File: src/hw/rtl/fermat_factor_step_defines.svh
// assertion macros for the fermat factor block
`ifndef FERMAT_FACTOR_STEP_DEFINES_SVH
`define FERMAT_FACTOR_STEP_DEFINES_SVH

`ifndef NO_ASSERTIONS
`define FFS_ASSERT_SAME(label, clk, rst_n, ante, cons, msg) \
    label: assert property (@(posedge clk) disable iff (!rst_n) (ante) |-> (cons)) \
        else $error(msg);
`define FFS_ASSERT_NEXT(label, clk, rst_n, ante, cons, msg) \
    label: assert property (@(posedge clk) disable iff (!rst_n) (ante) |=> (cons)) \
        else $error(msg);
`else
`define FFS_ASSERT_SAME(label, clk, rst_n, ante, cons, msg)
`define FFS_ASSERT_NEXT(label, clk, rst_n, ante, cons, msg)
`endif

`endif

File: src/hw/rtl/ffs_pkg.sv
`timescale 1ns / 1ps
package ffs_pkg;

    localparam int DEF_NUM_BITS = 32;

    typedef enum logic [1:0] {
        S_IDLE,
        S_ROOT,
        S_DIV,
        S_DONE
    } t_state;

    typedef struct packed {
        logic done;
        logic exact;
    } t_sqrt_sts;

    typedef struct packed {
        logic done;
        logic rem_zero;
    } t_div_sts;

endpackage

File: src/hw/rtl/ffs_isqrt.sv
`timescale 1ns / 1ps
module ffs_isqrt import ffs_pkg::*; #(
    parameter int NUM_BITS = DEF_NUM_BITS,
    localparam int HALF = (NUM_BITS + 1) / 2
) (
    input  logic                i_clk,
    input  logic                i_rst_n,
    input  logic                i_start,
    input  logic [NUM_BITS-1:0] i_value,
    output t_sqrt_sts           o_sts,
    output logic [HALF-1:0]     o_root
);

    localparam int OPW   = 2 * HALF;
    localparam int REMW  = HALF + 2;
    localparam int CATW  = HALF + 4;
    localparam int CNT_W = $clog2(HALF + 1);

    logic              r_busy;
    logic [CNT_W-1:0]  r_cnt;
    logic [OPW-1:0]    r_op;
    logic [REMW-1:0]   r_rem;
    logic [HALF-1:0]   r_root;

    logic [CATW-1:0]   cat;
    logic [CATW-1:0]   trial;
    logic              take;

    // one result bit per step, two operand bits brought down each time
    assign cat   = {r_rem, r_op[OPW-1 -: 2]};
    assign trial = {2'b00, r_root, 2'b01};
    assign take  = (cat >= trial);

    always_ff @(posedge i_clk) begin
        if (!i_rst_n) begin
            r_busy <= 1'b0;
            r_cnt  <= '0;
        end else if (i_start) begin
            r_busy <= 1'b1;
            r_cnt  <= CNT_W'(HALF);
        end else if (r_busy) begin
            if (r_cnt == '0) begin
                r_busy <= 1'b0;
            end else begin
                r_cnt <= r_cnt - 1'b1;
            end
        end
    end

    always_ff @(posedge i_clk) begin
        if (i_start) begin
            r_op   <= OPW'(i_value);
            r_rem  <= '0;
            r_root <= '0;
        end else if (r_busy && (r_cnt != '0)) begin
            r_op <= {r_op[OPW-3:0], 2'b00};
            if (take) begin
                r_rem  <= REMW'(cat - trial);
                r_root <= {r_root[HALF-2:0], 1'b1};
            end else begin
                r_rem  <= REMW'(cat);
                r_root <= {r_root[HALF-2:0], 1'b0};
            end
        end
    end

    assign o_sts.done  = r_busy && (r_cnt == '0);
    assign o_sts.exact = (r_rem == '0);
    assign o_root      = r_root;

endmodule

File: src/hw/rtl/ffs_div.sv
`timescale 1ns / 1ps
module ffs_div import ffs_pkg::*; #(
    parameter int NUM_BITS = DEF_NUM_BITS
) (
    input  logic                i_clk,
    input  logic                i_rst_n,
    input  logic                i_start,
    input  logic [NUM_BITS-1:0] i_dividend,
    input  logic [NUM_BITS-1:0] i_divisor,
    output t_div_sts            o_sts,
    output logic [NUM_BITS-1:0] o_quotient
);

    localparam int CNT_W = $clog2(NUM_BITS + 1);

    logic                r_busy;
    logic [CNT_W-1:0]    r_cnt;
    logic [NUM_BITS-1:0] r_quo;
    logic [NUM_BITS-1:0] r_rem;
    logic [NUM_BITS-1:0] r_dvs;

    logic [NUM_BITS:0]   part;
    logic [NUM_BITS:0]   diff;
    logic                fits;

    // restoring division, one quotient bit per step
    assign part = {r_rem, r_quo[NUM_BITS-1]};
    assign diff = part - {1'b0, r_dvs};
    assign fits = (part >= {1'b0, r_dvs});

    always_ff @(posedge i_clk) begin
        if (!i_rst_n) begin
            r_busy <= 1'b0;
            r_cnt  <= '0;
        end else if (i_start) begin
            r_busy <= 1'b1;
            r_cnt  <= CNT_W'(NUM_BITS);
        end else if (r_busy) begin
            if (r_cnt == '0) begin
                r_busy <= 1'b0;
            end else begin
                r_cnt <= r_cnt - 1'b1;
            end
        end
    end

    always_ff @(posedge i_clk) begin
        if (i_start) begin
            r_quo <= i_dividend;
            r_rem <= '0;
            r_dvs <= i_divisor;
        end else if (r_busy && (r_cnt != '0)) begin
            r_quo <= {r_quo[NUM_BITS-2:0], fits};
            r_rem <= fits ? diff[NUM_BITS-1:0] : part[NUM_BITS-1:0];
        end
    end

    assign o_sts.done     = r_busy && (r_cnt == '0);
    assign o_sts.rem_zero = (r_rem == '0);
    assign o_quotient     = r_quo;

endmodule

File: src/hw/rtl/fermat_factor_step.sv
`timescale 1ns / 1ps
// Splits a positive integer into one factor pair by Fermat's method.
// Command channel: a word on i_number is taken at a clock edge where start is
// high and busy is low. busy stays high until the result has been shown.
// Result channel: o_found, o_factor_large and o_factor_small are valid for
// exactly one cycle while o_valid is high; the receiver cannot stall them.
// A perfect square returns its root twice; otherwise the largest divisor a of
// the number, 2 <= a <= floor(sqrt), with n/a of the same parity gives
// o_factor_small = a and o_factor_large = n/a. No such divisor, or a zero
// input, gives o_found = 0 and zero factors.
// Sequence: one integer square root, then one restoring division per trial
// divisor, counting down from floor(sqrt(n)) to 2, at most floor(sqrt(n)) - 1
// trials; a zero input goes straight to the result. After the result the
// sequencer is idle again and can take the next word. The division unit sets
// the pace. One word is in flight at a time.
// Reset (synchronous, active low) returns the sequencer to idle and drops
// o_valid; a word in flight is lost.
`include "fermat_factor_step_defines.svh"
module fermat_factor_step import ffs_pkg::*; #(
    parameter int NUM_BITS = DEF_NUM_BITS
) (
    input  logic                i_clk,
    input  logic                i_rst_n,
    input  logic                start,
    output logic                busy,
    input  logic [NUM_BITS-1:0] i_number,
    output logic                o_valid,
    output logic                o_found,
    output logic [NUM_BITS-1:0] o_factor_large,
    output logic [NUM_BITS-1:0] o_factor_small
);

    localparam int HALF = (NUM_BITS + 1) / 2;

    t_state              r_state;
    t_state              n_state;

    logic [NUM_BITS-1:0] r_number;
    logic [HALF-1:0]     r_a;
    logic                r_found;
    logic [NUM_BITS-1:0] r_big;
    logic [NUM_BITS-1:0] r_small;

    t_sqrt_sts           sqrt_sts;
    t_div_sts            div_sts;
    logic [HALF-1:0]     root;
    logic [NUM_BITS-1:0] quotient;

    logic                accept;
    logic                sqrt_start;
    logic                div_start;
    logic                root_small;
    logic                hit;
    logic                last_a;
    logic [HALF-1:0]     next_a;
    logic [NUM_BITS-1:0] divisor;

    assign accept     = start && (r_state == S_IDLE);
    assign root_small = (root[HALF-1:1] == '0);
    assign hit        = div_sts.rem_zero && (r_a[0] == quotient[0]);
    assign last_a     = (r_a[HALF-1:1] == '0) || (r_a == HALF'(2));
    assign next_a     = r_a - 1'b1;
    assign divisor    = (r_state == S_ROOT) ? NUM_BITS'(root) : NUM_BITS'(next_a);

    ffs_isqrt #(.NUM_BITS(NUM_BITS)) u_isqrt (
        .i_clk   (i_clk),
        .i_rst_n (i_rst_n),
        .i_start (sqrt_start),
        .i_value (i_number),
        .o_sts   (sqrt_sts),
        .o_root  (root)
    );

    ffs_div #(.NUM_BITS(NUM_BITS)) u_div (
        .i_clk      (i_clk),
        .i_rst_n    (i_rst_n),
        .i_start    (div_start),
        .i_dividend (r_number),
        .i_divisor  (divisor),
        .o_sts      (div_sts),
        .o_quotient (quotient)
    );

    always_comb begin
        n_state = r_state;
        case (r_state)
            S_IDLE: begin
                if (start) begin
                    n_state = (i_number == '0) ? S_DONE : S_ROOT;
                end
            end
            S_ROOT: begin
                if (sqrt_sts.done) begin
                    n_state = (sqrt_sts.exact || root_small) ? S_DONE : S_DIV;
                end
            end
            S_DIV: begin
                if (div_sts.done && (hit || last_a)) begin
                    n_state = S_DONE;
                end
            end
            S_DONE:  n_state = S_IDLE;
            default: n_state = S_IDLE;
        endcase
    end

    always_comb begin
        sqrt_start = 1'b0;
        div_start  = 1'b0;
        busy       = 1'b1;
        o_valid    = 1'b0;
        case (r_state)
            S_IDLE: begin
                busy       = 1'b0;
                sqrt_start = start && (i_number != '0);
            end
            S_ROOT: div_start = sqrt_sts.done && !sqrt_sts.exact && !root_small;
            S_DIV:  div_start = div_sts.done && !hit && !last_a;
            S_DONE: o_valid = 1'b1;
            default: busy = 1'b1;
        endcase
    end

    always_ff @(posedge i_clk) begin
        if (!i_rst_n) begin
            r_state <= S_IDLE;
        end else begin
            r_state <= n_state;
        end
    end

    always_ff @(posedge i_clk) begin
        if (accept) begin
            r_number <= i_number;
            r_found  <= 1'b0;
            r_big    <= '0;
            r_small  <= '0;
        end else if ((r_state == S_ROOT) && sqrt_sts.done) begin
            r_a <= root;
            if (sqrt_sts.exact) begin
                r_found <= 1'b1;
                r_big   <= NUM_BITS'(root);
                r_small <= NUM_BITS'(root);
            end
        end else if ((r_state == S_DIV) && div_sts.done) begin
            if (hit) begin
                r_found <= 1'b1;
                r_big   <= quotient;
                r_small <= NUM_BITS'(r_a);
            end else begin
                r_a <= next_a;
            end
        end
    end

    assign o_found        = r_found;
    assign o_factor_large = r_big;
    assign o_factor_small = r_small;

    `FFS_ASSERT_NEXT(a_accept_busy, i_clk, i_rst_n, start && !busy, busy, "busy did not rise on accept")
    `FFS_ASSERT_NEXT(a_valid_pulse, i_clk, i_rst_n, o_valid, !o_valid, "result strobe longer than one cycle")
    `FFS_ASSERT_SAME(a_found_nonzero, i_clk, i_rst_n, o_valid && o_found, o_factor_small != '0, "found with zero factor")
    `FFS_ASSERT_SAME(a_miss_zero, i_clk, i_rst_n, o_valid && !o_found, (o_factor_large == '0) && (o_factor_small == '0), "miss with nonzero factors")

endmodule
File: config.mk
export PLATFORM = sky130hd
export DESIGN_NAME = fermat_factor_step
export DESIGN_NICKNAME = d
export VERILOG_FILES = /design/src/hw/rtl/ffs_pkg.sv /design/src/hw/rtl/ffs_isqrt.sv /design/src/hw/rtl/ffs_div.sv /design/src/hw/rtl/fermat_factor_step.sv
export VERILOG_INCLUDE_DIRS = /design/src /design/src/hw/rtl
export SDC_FILE = /design/constraint.sdc
export NUM_CORES = 1
export LEC_CHECK = 0
export ABC_AREA = 1
export BUFFER_PORTS_ARGS = -buffer_cell sky130_fd_sc_hd__buf_4
export CAP_MARGIN = 5
export CORE_ASPECT_RATIO = 0.6
export CORE_MARGIN = 2
export CORE_UTILIZATION = 42
export CTS_CLUSTER_SIZE = 25
export DETAILED_ROUTE_END_ITERATION = 10
export RECOVER_POWER = 100
export SLEW_MARGIN = 0
export SYNTH_ARGS = -nofsm -noshare
export SYNTH_HDL_FRONTEND = slang
export SYNTH_SLANG_ARGS = --single-unit
File: constraint.sdc
create_clock -name i_clk -period 8.2 [get_ports i_clk]
set_input_delay 0 -clock i_clk [delete_from_list [all_inputs] [get_ports i_clk]]
set_output_delay 0 -clock i_clk [all_outputs]
set_load 0.01 [all_outputs]
==> results of run 1 <==
## kinds of logic after synthesis
group	Yosys count
and+or+nand+nor	1094
buffers and inverters	331
DFF	258
AOI/OAI and AO/OA	226
adders and majority gates	46
xor gates and xnor gates	34
other	1
## layout make-up
| class | count | area, sq um | share of cell area |
|---|---|---|---|
| well taps | 459 | 574 | 0.0352 |
| inverters | 255 | 957 | 0.0587 |
| multi-input cells | 1416 | 6660 | 0.408 |
| repair buffers | 130 | 731 | 0.0448 |
| clock buffers | 30 | 697 | 0.0427 |
| flip-flops and latches | 258 | 6450 | 0.395 |
| clock inverters | 18 | 248 | 0.0152 |
## layer usage
| metal | global-route usage | share of wire |
|---|---|---|
| met3 | 0.0810 | 0.12 |
| met5 | 0 | 0 |
| met4 | 0.0412 | 0.016 |
| met1 | 0.401 | 0.52 |
| met2 | 0.286 | 0.34 |
## flip-flops by register name, indices dropped and copies added (netlist names), 18 cells and up
name	count
o_factor_large	32
r_number	32
u_div.o_quotient	32
u_div.r_rem	32
u_isqrt.r_op	32
u_isqrt.r_rem	18
## synth_stat cells (all sizes together), types with 2 or more instances
cell type  count
nand2        656
nor2         259
inv          253
dfxtp        130
edfxtp       128
o21ai        127
nand3        118
a21oi         73
buf           51
ha            45
xor2          28
clkbuf        25
nor3          24
nand4         19
o22ai         15
or2            6
xnor2          6
o21bai         5
nand3b         4
nor4           3
clkinv         2
nor2b          2
o21a           2
## path summary, 6_finish.rpt
kind                       from            endpoint  slack [ps]  cells after the start
max                  r_state[1]  o_factor_large[22]        2860                      9
min                i_number[17]        r_number[17]         250                      2
max reg2reg          r_state[1]  o_factor_large[22]        2860                      9
min reg2reg  o_factor_large[23]  o_factor_large[23]         470                      2
## power by group through the flow
stage	registers (uW)	clock network, uW	logic (uW)
6_report	1770	1310	2370
5_1_grt	1790	1380	2680
4_1_cts	1760	1340	2360
3_5_place_dp	1780	0	2330
3_3_place_gp	1780	0	2320
2_1_floorplan	1760	0	1680
## critical path: cells and delay by family, from the launching register on
family	cells	cell delay, ps
AOI/OAI and AO/OA	1	210
adders and majority gates	1	500
buffers and inverters	3	2510
DFF	1	340
and+or+nand+nor	4	1650
## through the flow
step | hold slack, ps | setup WS, ps | area [sq um] | instances
global placement | 209 | 4620 | 15400 | 2484
finish | 247 | 2860 | 16300 | 2566
global route | 250 | 2410 | 16300 | 2566
CTS | 145 | 4570 | 16700 | 2566
detailed placement | 211 | 4570 | 15400 | 2484
floorplan | 97.6 | 5480 | 14500 | 2005
## timing repair
item	in CTS	in global routing
hold buffers	34	0
resized for setup	0	0
setup endpoints to repair	0	0
hold endpoints to repair	79	0
==> load_flow_metrics.sql, run 1 <==
INSERT INTO impl_metrics (metric_group, metric, value, unit) VALUES
('global_route', 'grt_first_pass_wirelength', '67200', 'microns'),
('cells_and_area', 'filler_cells_inserted', '3443', ''),
('logic_synthesis', 'synth-edff-count', '128', ''),
('logic_synthesis', 'synth_fa_ha_area_frac', '0.0403', ''),
('route', 'firstDrtPassIters', '6', ''),
('route', 'first_iteration_detailed_routing_drc_count', '1641', ''),
('placed_design', 'port_buffers', '85', ''),
('power_and_ir_drop', 'power_switching_share', '0.433', ''),
('sta', 'finalSetupViolations', '0', ''),
('logic_synthesis', 'sequential_share_of_the_synthesized_area', '0.446', ''),
('route', 'num_vias', '13080', ''),
('cts', 'clock_tree.buffer_depth', '3', ''),
('setup_path', 'critical-path-top-cell-by-count', 'sky130_fd_sc_hd__nand2_1', ''),
('power_and_ir_drop', 'power_density', '334', 'mW/mm^2'),
('sta', 'grt_setup_unrepaired', 'no', ''),
('logic_synthesis', 'post-synth-top-area-cell', 'sky130_fd_sc_hd__edfxtp_1', ''),
('outcome', 'outcome', 'finished, violations left', ''),
('logic_synthesis', 'parity_gate_share_of_the_synthesized_area_counting_xor_and_xnor_cells', '0.0206', ''),
('logic_synthesis', 'largest_family_of_logic_cells_by_synthesized_area', 'simple AND/OR/NAND/NOR gates', ''),
('run', 'cap_viol_max_count', '5', ''),
('floorplan', 'placeable_core_region', '0.0338', 'sq mm'),
('cts', 'tritoncts.num_buffers', '26', ''),
('logic_synthesis', 'yosysTopAreaCellShare', '0.266', ''),
('floorplan', 'die-height', '148', 'microns'),
('floorplan', 'design.die.area', '0.0360', 'sq mm'),
('floorplan', 'io_pins', '102', ''),
('global_route', 'grt.overflow.total', '0', ''),
('cts', 'insertion_delay', '570', 'ps'),
('setup_path', 'startpoint_type', 'flop', ''),
('route', 'postRouteAntennaNets', '0', ''),
('setup_path', 'crit_path_dat', '5810', 'ps'),
('sta', 'timing.fmax', '0.187', 'GHz'),
('floorplan', 'die-width', '244', 'microns'),
('power_and_ir_drop', 'totalPowerFinal', '5450', 'uW'),
('sta', 'fin_setup_tns', '0', 'ps'),
('global_route', 'via_count_of_the_first_global_routing_pass', '11510', ''),
('cells_and_area', 'final_layout_size_suffix_gt1_frac', '0.0517', ''),
('cells_and_area', 'area.growth.synth_to_final', '12.8', '%'),
('sta', 'fin_skew', '29.4', 'ps'),
('sta', 'timing.final.crit_share', '0.651', ''),
('cts', 'clock_pin_slew_of_the_registers_on_the_worst_case_setup_and_hold_paths', '70', 'ps'),
('logic_synthesis', 'synth_seq_cells', '258', ''),
('global_route', 'grt_max_degree', '77', ''),
('global_route', 'global_route.usage.total', '0.240', ''),
('cts', 'post_cts_buffers', '0', ''),
('logic_synthesis', 'synth-compound-area-share', '0.0819', ''),
('route', 'drt-total-wl', '43800', 'microns'),
('setup_path', 'worst_ep_required_time', '8670', 'ps'),
('route', 'remaining_drc_errors', '0', ''),
('setup_path', 'timing.critical_path.slowest_cell_delay', '1540', 'ps'),
('route', 'route.detailed.vias_per_inst', '5.10', ''),
('placed_design', 'routabilityCongestion', '0.960', ''),
('outcome', 'violations', 'max-capacitance violations, max-slew violations', ''),
('cells_and_area', 'final_core_util', '0.482', ''),
('setup_path', 'timing.critical_path.slowest_stage_cell', 'sky130_fd_sc_hd__clkbuf_1', ''),
('power_and_ir_drop', 'power.share.combinational', '0.435', ''),
('sta', 'timing.final.max_slew_violations', '215', ''),
('logic_synthesis', 'dominantRegCellSynth', 'sky130_fd_sc_hd__dfxtp_1', ''),
('sta', 'final_hold_viol_count', '0', ''),
('setup_path', 'worstPathCellList', 'inv_1 > ha_1 > nand2_1 > nand3_1 > nand2_1 > inv_1 > clkbuf_1 > nand2_1 > a21oi_1', ''),
('logic_synthesis', 'synth.cell_area', '0.0145', 'sq mm'),
('floorplan', 'rows', '52', ''),
('cells_and_area', 'layout_commonest_cell', 'sky130_fd_sc_hd__nand2_1', ''),
('placed_design', 'dp_hpwl', '33000', 'microns'),
('sta', 'period_needed', '5340', 'ps'),
('sta', 'worst_pin_slew', '2090', 'ps'),
('route', 'route.detailed.wl_per_inst', '17.1', 'microns'),
('sta', 'slew_headroom', '-0.396', ''),
('cts', 'clock_tree_from_tritoncts', 'done', ''),
('setup_path', 'timing_worst_setup_path_type', 'reg -> reg', ''),
('cts', 'htree_levels', '1', '');
(Power assumes the default switching activity.)
==> inputs of run 2 (changes only) <==
--- a/config.mk
+++ b/config.mk
@@ -6,7 +6,7 @@
 export SDC_FILE = /design/constraint.sdc
 export NUM_CORES = 1
 export LEC_CHECK = 0
-export ABC_AREA = 1
+export ABC_AREA = 0
 export BUFFER_PORTS_ARGS = -buffer_cell sky130_fd_sc_hd__buf_4
 export CAP_MARGIN = 5
 export CORE_ASPECT_RATIO = 0.6
==> constraint.sdc (replaced) <==
create_clock -name i_clk -period 4.5 [get_ports i_clk]
set_input_delay 0 -clock i_clk [delete_from_list [all_inputs] [get_ports i_clk]]
set_output_delay 0 -clock i_clk [all_outputs]
set_load 0.01 [all_outputs]
==> run 2 against run 1 <==
The flow still finishes with violations (max-capacitance violations, max-slew violations). Via count shrank 24%. Design area down 10%. Global-route usage decreased by 2.2 points. Worst setup slack got worse by 2200 ps. Sequential share of layout area rose by 4.5 points. Critical path depth shrank 2. Sequential power increased by 77%. Largest power group unchanged.
==> load_flow_metrics.sql, run 2 <==
INSERT INTO impl_metrics (metric_group, metric, value, unit) VALUES
('outcome', 'outcome', 'finished, violations left', ''),
('outcome', 'violations', 'max-capacitance violations, max-slew violations', ''),
('setup_path', 'timing.critical_path.buf_inv', '3', ''),
('floorplan', 'initial_utilization', '0.428', ''),
('sta', 'finalWorstSetupSlack', '658', 'ps'),
('cts', 'clock_pin_slew_of_the_registers_on_the_worst_case_setup_and_hold_paths', '70', 'ps'),
('route', 'remaining_drc_errors', '0', ''),
('cells_and_area', 'post_layout_inst_area', '0.0146', 'sq mm'),
('sta', 'fin_setup_tns', '0', 'ps'),
('cts', 'tritoncts.num_buffers', '25', ''),
('logic_synthesis', 'avgSynthCellArea', '10.2', 'sq um'),
('global_route', 'grt.overflow.total', '0', ''),
('power_and_ir_drop', 'worst_case_vdd_ir_drop', '0.520', 'mV'),
('floorplan', 'die-width', '230', 'microns'),
('route', 'route.detailed.wl_per_inst', '19.7', 'microns'),
('sta', 'timing.fmax', '0.260', 'GHz'),
('global_route', 'grt_max_degree', '61', ''),
('cts', 'htree_levels', '1', ''),
('cts', 'insertion_delay', '540', 'ps'),
('logic_synthesis', 'synth.cell_area', '0.0129', 'sq mm'),
('sta', 'timing.final.max_slew_violations', '24', ''),
('cells_and_area', 'area.growth.synth_to_final', '13.9', '%'),
('floorplan', 'io_pins', '102', ''),
('setup_path', 'timing_worst_setup_path_type', 'reg -> reg', ''),
('sta', 'timing.final.crit_share', '0.854', ''),
('sta', 'grt_setup_unrepaired', 'no', ''),
('setup_path', 'worstPathCellList', 'inv_1 > ha_1 > inv_1 > nor2_1 > nand2_1 > o22ai_1 > clkbuf_1', ''),
('global_route', 'grt_first_pass_wirelength', '54500', 'microns'),
('power_and_ir_drop', 'power_density', '578', 'mW/mm^2'),
('cells_and_area', 'layout_common_cells', '169 x sky130_fd_sc_hd__nor2_1, 130 x sky130_fd_sc_hd__dfxtp_1, 128 x sky130_fd_sc_hd__edfxtp_1', ''),
('cells_and_area', 'layout_commonest_cell', 'sky130_fd_sc_hd__nor2_1', ''),
('logic_synthesis', 'post_synthesis_instance_total', '1264', ''),
('cts', 'post_cts_buffers', '0', ''),
('logic_synthesis', 'synth.lib_cells_used.distinct', '69', ''),
('logic_synthesis', 'synth_top_cells_by_area', 'sky130_fd_sc_hd__edfxtp_1 30%, sky130_fd_sc_hd__dfxtp_1 20%, sky130_fd_sc_hd__mux2_2 5.4%', ''),
('floorplan', 'die-height', '140', 'microns'),
('cts', 'numClockSinks', '258', ''),
('sta', 'period_needed', '3840', 'ps'),
('route', 'route.detailed.vias_per_inst', '5.56', ''),
('route', 'firstDrtPassIters', '5', ''),
('cts', 'cts_resized', '0', ''),
('setup_path', 'timing.critical_path.slowest_stage_cell', 'sky130_fd_sc_hd__clkbuf_1', ''),
('setup_path', 'critical_path.max_fanout', '22', ''),
('cells_and_area', 'diodes', '0', ''),
('logic_synthesis', 'synth_seq_cells', '258', ''),
('cts', 'clock_tree.buffer_depth', '3', ''),
('logic_synthesis', 'synth.most_common_cell', 'sky130_fd_sc_hd__nor2_1', ''),
('logic_synthesis', 'post-synth-top-area-cell', 'sky130_fd_sc_hd__edfxtp_1', ''),
('global_route', 'number_of_antenna_violations_at_the_first_check_in_global_routing', '1', ''),
('floorplan', 'placeable_core_region', '0.0300', 'sq mm'),
('setup_path', 'crit_path_dat', '3980', 'ps'),
('global_route', 'via_count_of_the_first_global_routing_pass', '9094', ''),
('worst_hold_path', 'min-delay-path-class', 'in -> reg', ''),
('placed_design', 'dp_hpwl', '25600', 'microns'),
('run', 'cap_viol_max_count', '2', ''),
('logic_synthesis', 'dominantRegCellSynth', 'sky130_fd_sc_hd__dfxtp_1', ''),
('setup_path', 'timing.critical_path.slowest_cell_delay', '990', 'ps'),
('placed_design', 'preCtsSetupSlack', '1030', 'ps'),
('logic_synthesis', 'ys_async_sr_fraction', '0', ''),
('power_and_ir_drop', 'p_leak', '0.00521', 'uW'),
('cts', 'clk_root_buffer_cell', 'sky130_fd_sc_hd__clkbuf_16', ''),
('cells_and_area', 'final_core_util', '0.487', ''),
('route', 'num_vias', '9999', ''),
('global_route', 'global_route.usage.total', '0.219', ''),
('setup_path', 'worst_ep_required_time', '4640', 'ps'),
('cells_and_area', 'final_layout_size_suffix_gt1_frac', '0.0958', ''),
('setup_path', 'critPathTopFamily', 'buffers and inverters', ''),
('logic_synthesis', 'synth-edff-count', '128', ''),
('setup_path', 'startpoint_type', 'flop', ''),
('cts', 'clock_tree_from_tritoncts', 'done', ''),
('power_and_ir_drop', 'totalPowerFinal', '8460', 'uW'),
('placed_design', 'routabilityCongestion', '0.882', ''),
('sta', 'final_hold_viol_count', '0', ''),
('placed_design', 'port_buffers', '85', ''),
('setup_path', 'critical-path-top-cell-by-count', 'sky130_fd_sc_hd__inv_1', ''),
('cells_and_area', 'fin_nets', '1451', ''),
('floorplan', 'rows', '49', ''),
('sta', 'worst_pin_slew', '2060', 'ps'),
('route', 'first_iteration_detailed_routing_drc_count', '1068', ''),
('route', 'postRouteAntennaNets', '0', ''),
('sta', 'fin_skew', '12.5', 'ps'),
('logic_synthesis', 'yosys_warnings', '0', ''),
('logic_synthesis', 'yosysTopAreaCellShare', '0.299', ''),
('cts', 'hold_buffers', '33', ''),
('floorplan', 'design.die.area', '0.0321', 'sq mm'),
('setup_path', 'timing.critical_path.to_type', 'flop', ''),
('logic_synthesis', 'sequential_share_of_the_synthesized_area', '0.501', ''),
('sta', 'slew_headroom', '-0.386', ''),
('sta', 'finalSetupViolations', '0', ''),
('placed_design', 'placedInstanceArea', '0.0139', 'sq mm'),
('logic_synthesis', 'synthTopCellsByCount', '170 x sky130_fd_sc_hd__nor2_1, 130 x sky130_fd_sc_hd__dfxtp_1, 128 x sky130_fd_sc_hd__edfxtp_1', ''),
('route', 'drt-total-wl', '35300', 'microns');
run 2: where the power goes:
| part | internal (uW) | switching (uW) | leakage (uW) |
|---|---|---|---|
| Combinational | 1380 | 1880 | 0.00259 |
| Clock | 1150 | 904 | 0.000384 |
| Sequential | 2900 | 240 | 0.00224 |
| Total | 5430 | 3030 | 0.00521 |
run 2: path summary, 6_finish.rpt:
kind                                   startpoint            endpoint  slack [ps]  depth (start not counted)
worst min register to register  u_isqrt.o_root[9]  u_isqrt.o_root[10]         470                          2
worst min-delay path                        start        r_number[31]         100                          3
worst max register to register         r_state[1]     u_div.r_dvs[11]         660                          7
worst max-delay path                   r_state[1]     u_div.r_dvs[11]         660                          7
run 2: area by class of cell:
cell class | count | area, sq um
sequential | 258 | 6450
clock buffer | 37 | 711
timing repair buffer | 139 | 793
inverter | 56 | 210
clock inverter | 9 | 73.8
multi-input combinational | 890 | 5900
fill | 2822 | 15400
tap | 408 | 510
run 2: cells by family after synthesis:
group | share of synthesized area
adder cells (fa/ha/maj) | 0.0454
flip-flops | 0.501
AO/OA/AOI/OAI | 0.133
XOR/XNOR | 0.0429
multiplexers | 0.0745
other | 0.000292
buffers and inverters | 0.0455
AND/OR/NAND/NOR | 0.157
run 2: stage by stage:
step	hold slack [ps]	std cells
final	97.7	1797
after global routing	126	1797
after CTS	39.8	1797
after detailed placement	204	1718
after global placement	200	1718
after floorplan	98.9	1279
run 2: worst register-to-register path: cells and delay by family (launching register included):
kind / cells / cell delay [ps]
buf+inv: 3 / 1590
fa+ha+maj: 1 / 710
compound gates: 1 / 450
flops: 1 / 350
simple gates: 2 / 340
run 2: routing by layer:
metal	global-route usage	wire length [microns]
met4	0.0316	368
met1	0.374	18600
met2	0.284	13700
met3	0.0340	2670
met5	0	0
==> inputs of run 3 (changes only) <==
--- a/config.mk
+++ b/config.mk
@@ -9,13 +9,13 @@
 export ABC_AREA = 0
 export BUFFER_PORTS_ARGS = -buffer_cell sky130_fd_sc_hd__buf_4
 export CAP_MARGIN = 5
-export CORE_ASPECT_RATIO = 0.6
+export CORE_ASPECT_RATIO = 0.75
 export CORE_MARGIN = 2
 export CORE_UTILIZATION = 42
 export CTS_CLUSTER_SIZE = 25
 export DETAILED_ROUTE_END_ITERATION = 10
 export RECOVER_POWER = 100
-export SLEW_MARGIN = 0
 export SYNTH_ARGS = -nofsm -noshare
 export SYNTH_HDL_FRONTEND = slang
+export SYNTH_HIERARCHICAL = 1
 export SYNTH_SLANG_ARGS = --single-unit
==> run 3 against run 2 <==
The run still ends with max-capacitance violations, max-slew violations left. Global-route usage decreased by 0.42 points. Largest power group unchanged. Utilization decreased by 0.36 points. Sequential power increased by 7.3%. Clock skew decreased by 1.1 ps.
==> load_flow_metrics.sql, run 3 <==
INSERT INTO impl_metrics (metric_group, metric, value, unit) VALUES
('route', 'drt-total-wl', '39400', 'microns'),
('global_route', 'number_of_antenna_violations_at_the_first_check_in_global_routing', '0', ''),
('route', 'postRouteAntennaNets', '0', ''),
('logic_synthesis', 'yosysTopAreaCellShare', '0.295', ''),
('cts', 'clock_tree.buffer_depth', '3', ''),
('sta', 'fin_setup_tns', '0', 'ps'),
('cells_and_area', 'multi_input_comb_area', '0.00707', 'sq mm'),
('floorplan', 'die-width', '220', 'microns'),
('cts', 'htree_levels', '1', ''),
('setup_path', 'critPathTopFamily', 'compound AO/OA/AOI/OAI gates', ''),
('worst_hold_path', 'min-delay-path-class', 'in -> reg', ''),
('logic_synthesis', 'post_synthesis_instance_total', '1476', ''),
('setup_path', 'timing.critical_path.to_type', 'flop', ''),
('sta', 'slew_headroom', '-0.240', ''),
('sta', 'timing.fmax', '0.257', 'GHz'),
('setup_path', 'timing.critical_path.slowest_stage_cell', 'sky130_fd_sc_hd__o21ai_0', ''),
('route', 'first_iteration_detailed_routing_drc_count', '1098', ''),
('floorplan', 'rows', '59', ''),
('cells_and_area', 'layout.area.seq', '0.00693', 'sq mm'),
('global_route', 'grt.overflow.total', '0', ''),
('cts', 'tritoncts.num_buffers', '29', ''),
('cts', 'clock_tree_from_tritoncts', 'done', ''),
('sta', 'period_needed', '3890', 'ps'),
('global_route', 'global_route.usage.total', '0.214', ''),
('placed_design', 'port_buffers', '85', ''),
('logic_synthesis', 'synth_seq_cells', '274', ''),
('sta', 'timing.final.max_slew_violations', '188', ''),
('route', 'num_vias', '11611', ''),
('route', 'firstDrtPassIters', '5', ''),
('cts', 'clock_pin_slew_of_the_registers_on_the_worst_case_setup_and_hold_paths', '60', 'ps'),
('floorplan', 'design.die.area', '0.0365', 'sq mm'),
('logic_synthesis', 'synth.most_common_cell', 'sky130_fd_sc_hd__nor2_1', ''),
('outcome', 'outcome', 'finished, violations left', ''),
('sta', 'worst_pin_slew', '1860', 'ps'),
('logic_synthesis', 'sequential_share_of_the_synthesized_area', '0.472', ''),
('setup_path', 'startpoint_type', 'flop', ''),
('route', 'remaining_drc_errors', '0', ''),
('logic_synthesis', 'avgSynthCellArea', '9.94', 'sq um'),
('global_route', 'grt_first_pass_wirelength', '62100', 'microns'),
('route', 'route.detailed.vias_per_inst', '5.65', ''),
('cells_and_area', 'final_layout_size_suffix_gt1_frac', '0.101', ''),
('logic_synthesis', 'synth_top_cells_by_area', 'sky130_fd_sc_hd__edfxtp_1 29%, sky130_fd_sc_hd__dfxtp_1 18%, sky130_fd_sc_hd__mux2_2 5.3%', ''),
('cts', 'numClockSinks', '274', ''),
('logic_synthesis', 'ys_async_sr_fraction', '0', ''),
('logic_synthesis', 'synthTopCellsByCount', '150 x sky130_fd_sc_hd__nor2_1, 144 x sky130_fd_sc_hd__edfxtp_1, 130 x sky130_fd_sc_hd__dfxtp_1', ''),
('floorplan', 'placeable_core_region', '0.0345', 'sq mm'),
('cts', 'insertion_delay', '570', 'ps'),
('power_and_ir_drop', 'p_leak', '0.00612', 'uW'),
('cts', 'post_cts_buffers', '0', ''),
('cells_and_area', 'layout_commonest_cell', 'sky130_fd_sc_hd__nor2_1', ''),
('route', 'route.detailed.wl_per_inst', '19.2', 'microns'),
('logic_synthesis', 'synth-edff-count', '144', ''),
('logic_synthesis', 'synth.cell_area', '0.0147', 'sq mm'),
('placed_design', 'dp_hpwl', '27600', 'microns'),
('floorplan', 'initial_utilization', '0.425', ''),
('logic_synthesis', 'post-synth-top-area-cell', 'sky130_fd_sc_hd__edfxtp_1', ''),
('setup_path', 'crit_path_dat', '4340', 'ps'),
('global_route', 'via_count_of_the_first_global_routing_pass', '10855', ''),
('setup_path', 'critical-path-top-cell-by-count', 'sky130_fd_sc_hd__o21ai_0', ''),
('global_route', 'grt_max_degree', '94', ''),
('power_and_ir_drop', 'worst_case_vdd_ir_drop', '0.532', 'mV'),
('setup_path', 'worstPathCellList', 'inv_1 > ha_1 > a21oi_1 > o21ai_0 > or3b_1 > o21ai_0 > nor2_1 > o311a_1', ''),
('setup_path', 'worst_ep_required_time', '4950', 'ps'),
('setup_path', 'timing.critical_path.buf_inv', '1', ''),
('sta', 'final_hold_viol_count', '0', ''),
('sta', 'timing.final.crit_share', '0.865', ''),
('power_and_ir_drop', 'power_density', '610', 'mW/mm^2'),
('floorplan', 'io_pins', '102', ''),
('sta', 'finalSetupViolations', '0', ''),
('logic_synthesis', 'synth.lib_cells_used.distinct', '86', ''),
('placed_design', 'routabilityCongestion', '0.889', ''),
('cells_and_area', 'filler_cells_inserted', '3279', ''),
('cells_and_area', 'layout_common_cells', '150 x sky130_fd_sc_hd__nor2_1, 144 x sky130_fd_sc_hd__edfxtp_1, 130 x sky130_fd_sc_hd__dfxtp_1', ''),
('outcome', 'violations', 'max-capacitance violations, max-slew violations', ''),
('setup_path', 'timing_worst_setup_path_type', 'reg -> reg', ''),
('setup_path', 'timing.critical_path.slowest_cell_delay', '1180', 'ps'),
('sta', 'holdWs', '73.6', 'ps'),
('cells_and_area', 'fin_nets', '1672', ''),
('floorplan', 'die-height', '166', 'microns'),
('cts', 'cts_resized', '0', ''),
('cts', 'clk_root_buffer_cell', 'sky130_fd_sc_hd__clkbuf_16', ''),
('logic_synthesis', 'yosys_warnings', '6', ''),
('logic_synthesis', 'dominantRegCellSynth', 'sky130_fd_sc_hd__edfxtp_1', ''),
('cells_and_area', 'diodes', '0', ''),
('cells_and_area', 'area.growth.synth_to_final', '14.0', '%'),
('setup_path', 'critical_path.max_fanout', '12', ''),
('sta', 'grt_setup_unrepaired', 'no', ''),
('run', 'cap_viol_max_count', '3', ''),
('sta', 'fin_skew', '11.5', 'ps');
run 3: path summary, 6_finish.rpt:
| check | depth (start not counted) | from | end | slack [ps] |
|---|---|---|---|---|
| max | 8 | u_isqrt/o_root[11] | u_isqrt/r_rem[4] | 610 |
| min | 3 | start | r_state[1] | 70 |
| max reg2reg | 8 | u_isqrt/o_root[11] | u_isqrt/r_rem[4] | 610 |
| min reg2reg | 1 | o_factor_small[0] | o_factor_small[0] | 470 |
run 3: logic make-up after synthesis:
group	count (synthesis)	synth area share
simple gates	458	0.156
compound gates	349	0.162
flops	274	0.472
buf+inv	185	0.0552
mux	90	0.0673
fa+ha+maj	62	0.0534
xor+xnor	57	0.0340
other cells	1	0.000256
run 3: routing by layer:
metal  GRT usage  routed length [microns]  up-vias
met5           0                        0        -
met4      0.0397                      582        0
met3      0.0379                     2860       46
met2       0.299                    16400      415
met1       0.343                    19500     5584
li1            -                        -     5566
run 3: area by class of cell:
| type | count | share of cell area |
|---|---|---|
| Clock inverter | 21 | 0.0165 |
| Timing Repair Buffer | 136 | 0.0468 |
| Sequential cell | 274 | 0.414 |
| Tap cell | 457 | 0.0342 |
| Multi-Input combinational cell | 1048 | 0.423 |
| Inverter | 86 | 0.0193 |
| Clock buffer | 33 | 0.0461 |
run 3: timing repair:
action / in CTS / in global routing
hold endpoints to repair: 79 / 0
hold buffers: 33 / 0
setup endpoints to repair: 0 / 0
run 3: worst register-to-register path, stage by stage, from the launching register on:
cell                      delay, ps
sky130_fd_sc_hd__dfxtp_1        470
sky130_fd_sc_hd__inv_1           90
sky130_fd_sc_hd__ha_1           370
sky130_fd_sc_hd__a21oi_1        190
sky130_fd_sc_hd__o21ai_0        160
sky130_fd_sc_hd__or3b_1         600
sky130_fd_sc_hd__o21ai_0       1180
sky130_fd_sc_hd__nor2_1         330
sky130_fd_sc_hd__o311a_1        390
run 3: through the flow:
| step | setup slack, ps | cells | cell area [sq um] | power [uW] | util |
|---|---|---|---|---|---|
| finish | 609 | 2055 | 16700 | 10200 | 0.484 |
| global route | 324 | 2055 | 16700 | 10800 | 0.484 |
| CTS | 973 | 2055 | 17100 | 10200 | 0.494 |
| detailed placement | 1000 | 1968 | 15700 | 7560 | 0.454 |
| global placement | 923 | 1968 | 15700 | 7530 | 0.454 |
| floorplan | 619 | 1507 | 14800 | 6500 | - |
run 3: report_power, final:
group | internal [uW] | total, uW | switching (uW)
Combinational | 1610 | 4210 | 2600
Sequential | 3100 | 3370 | 272
Clock | 1580 | 2610 | 1030
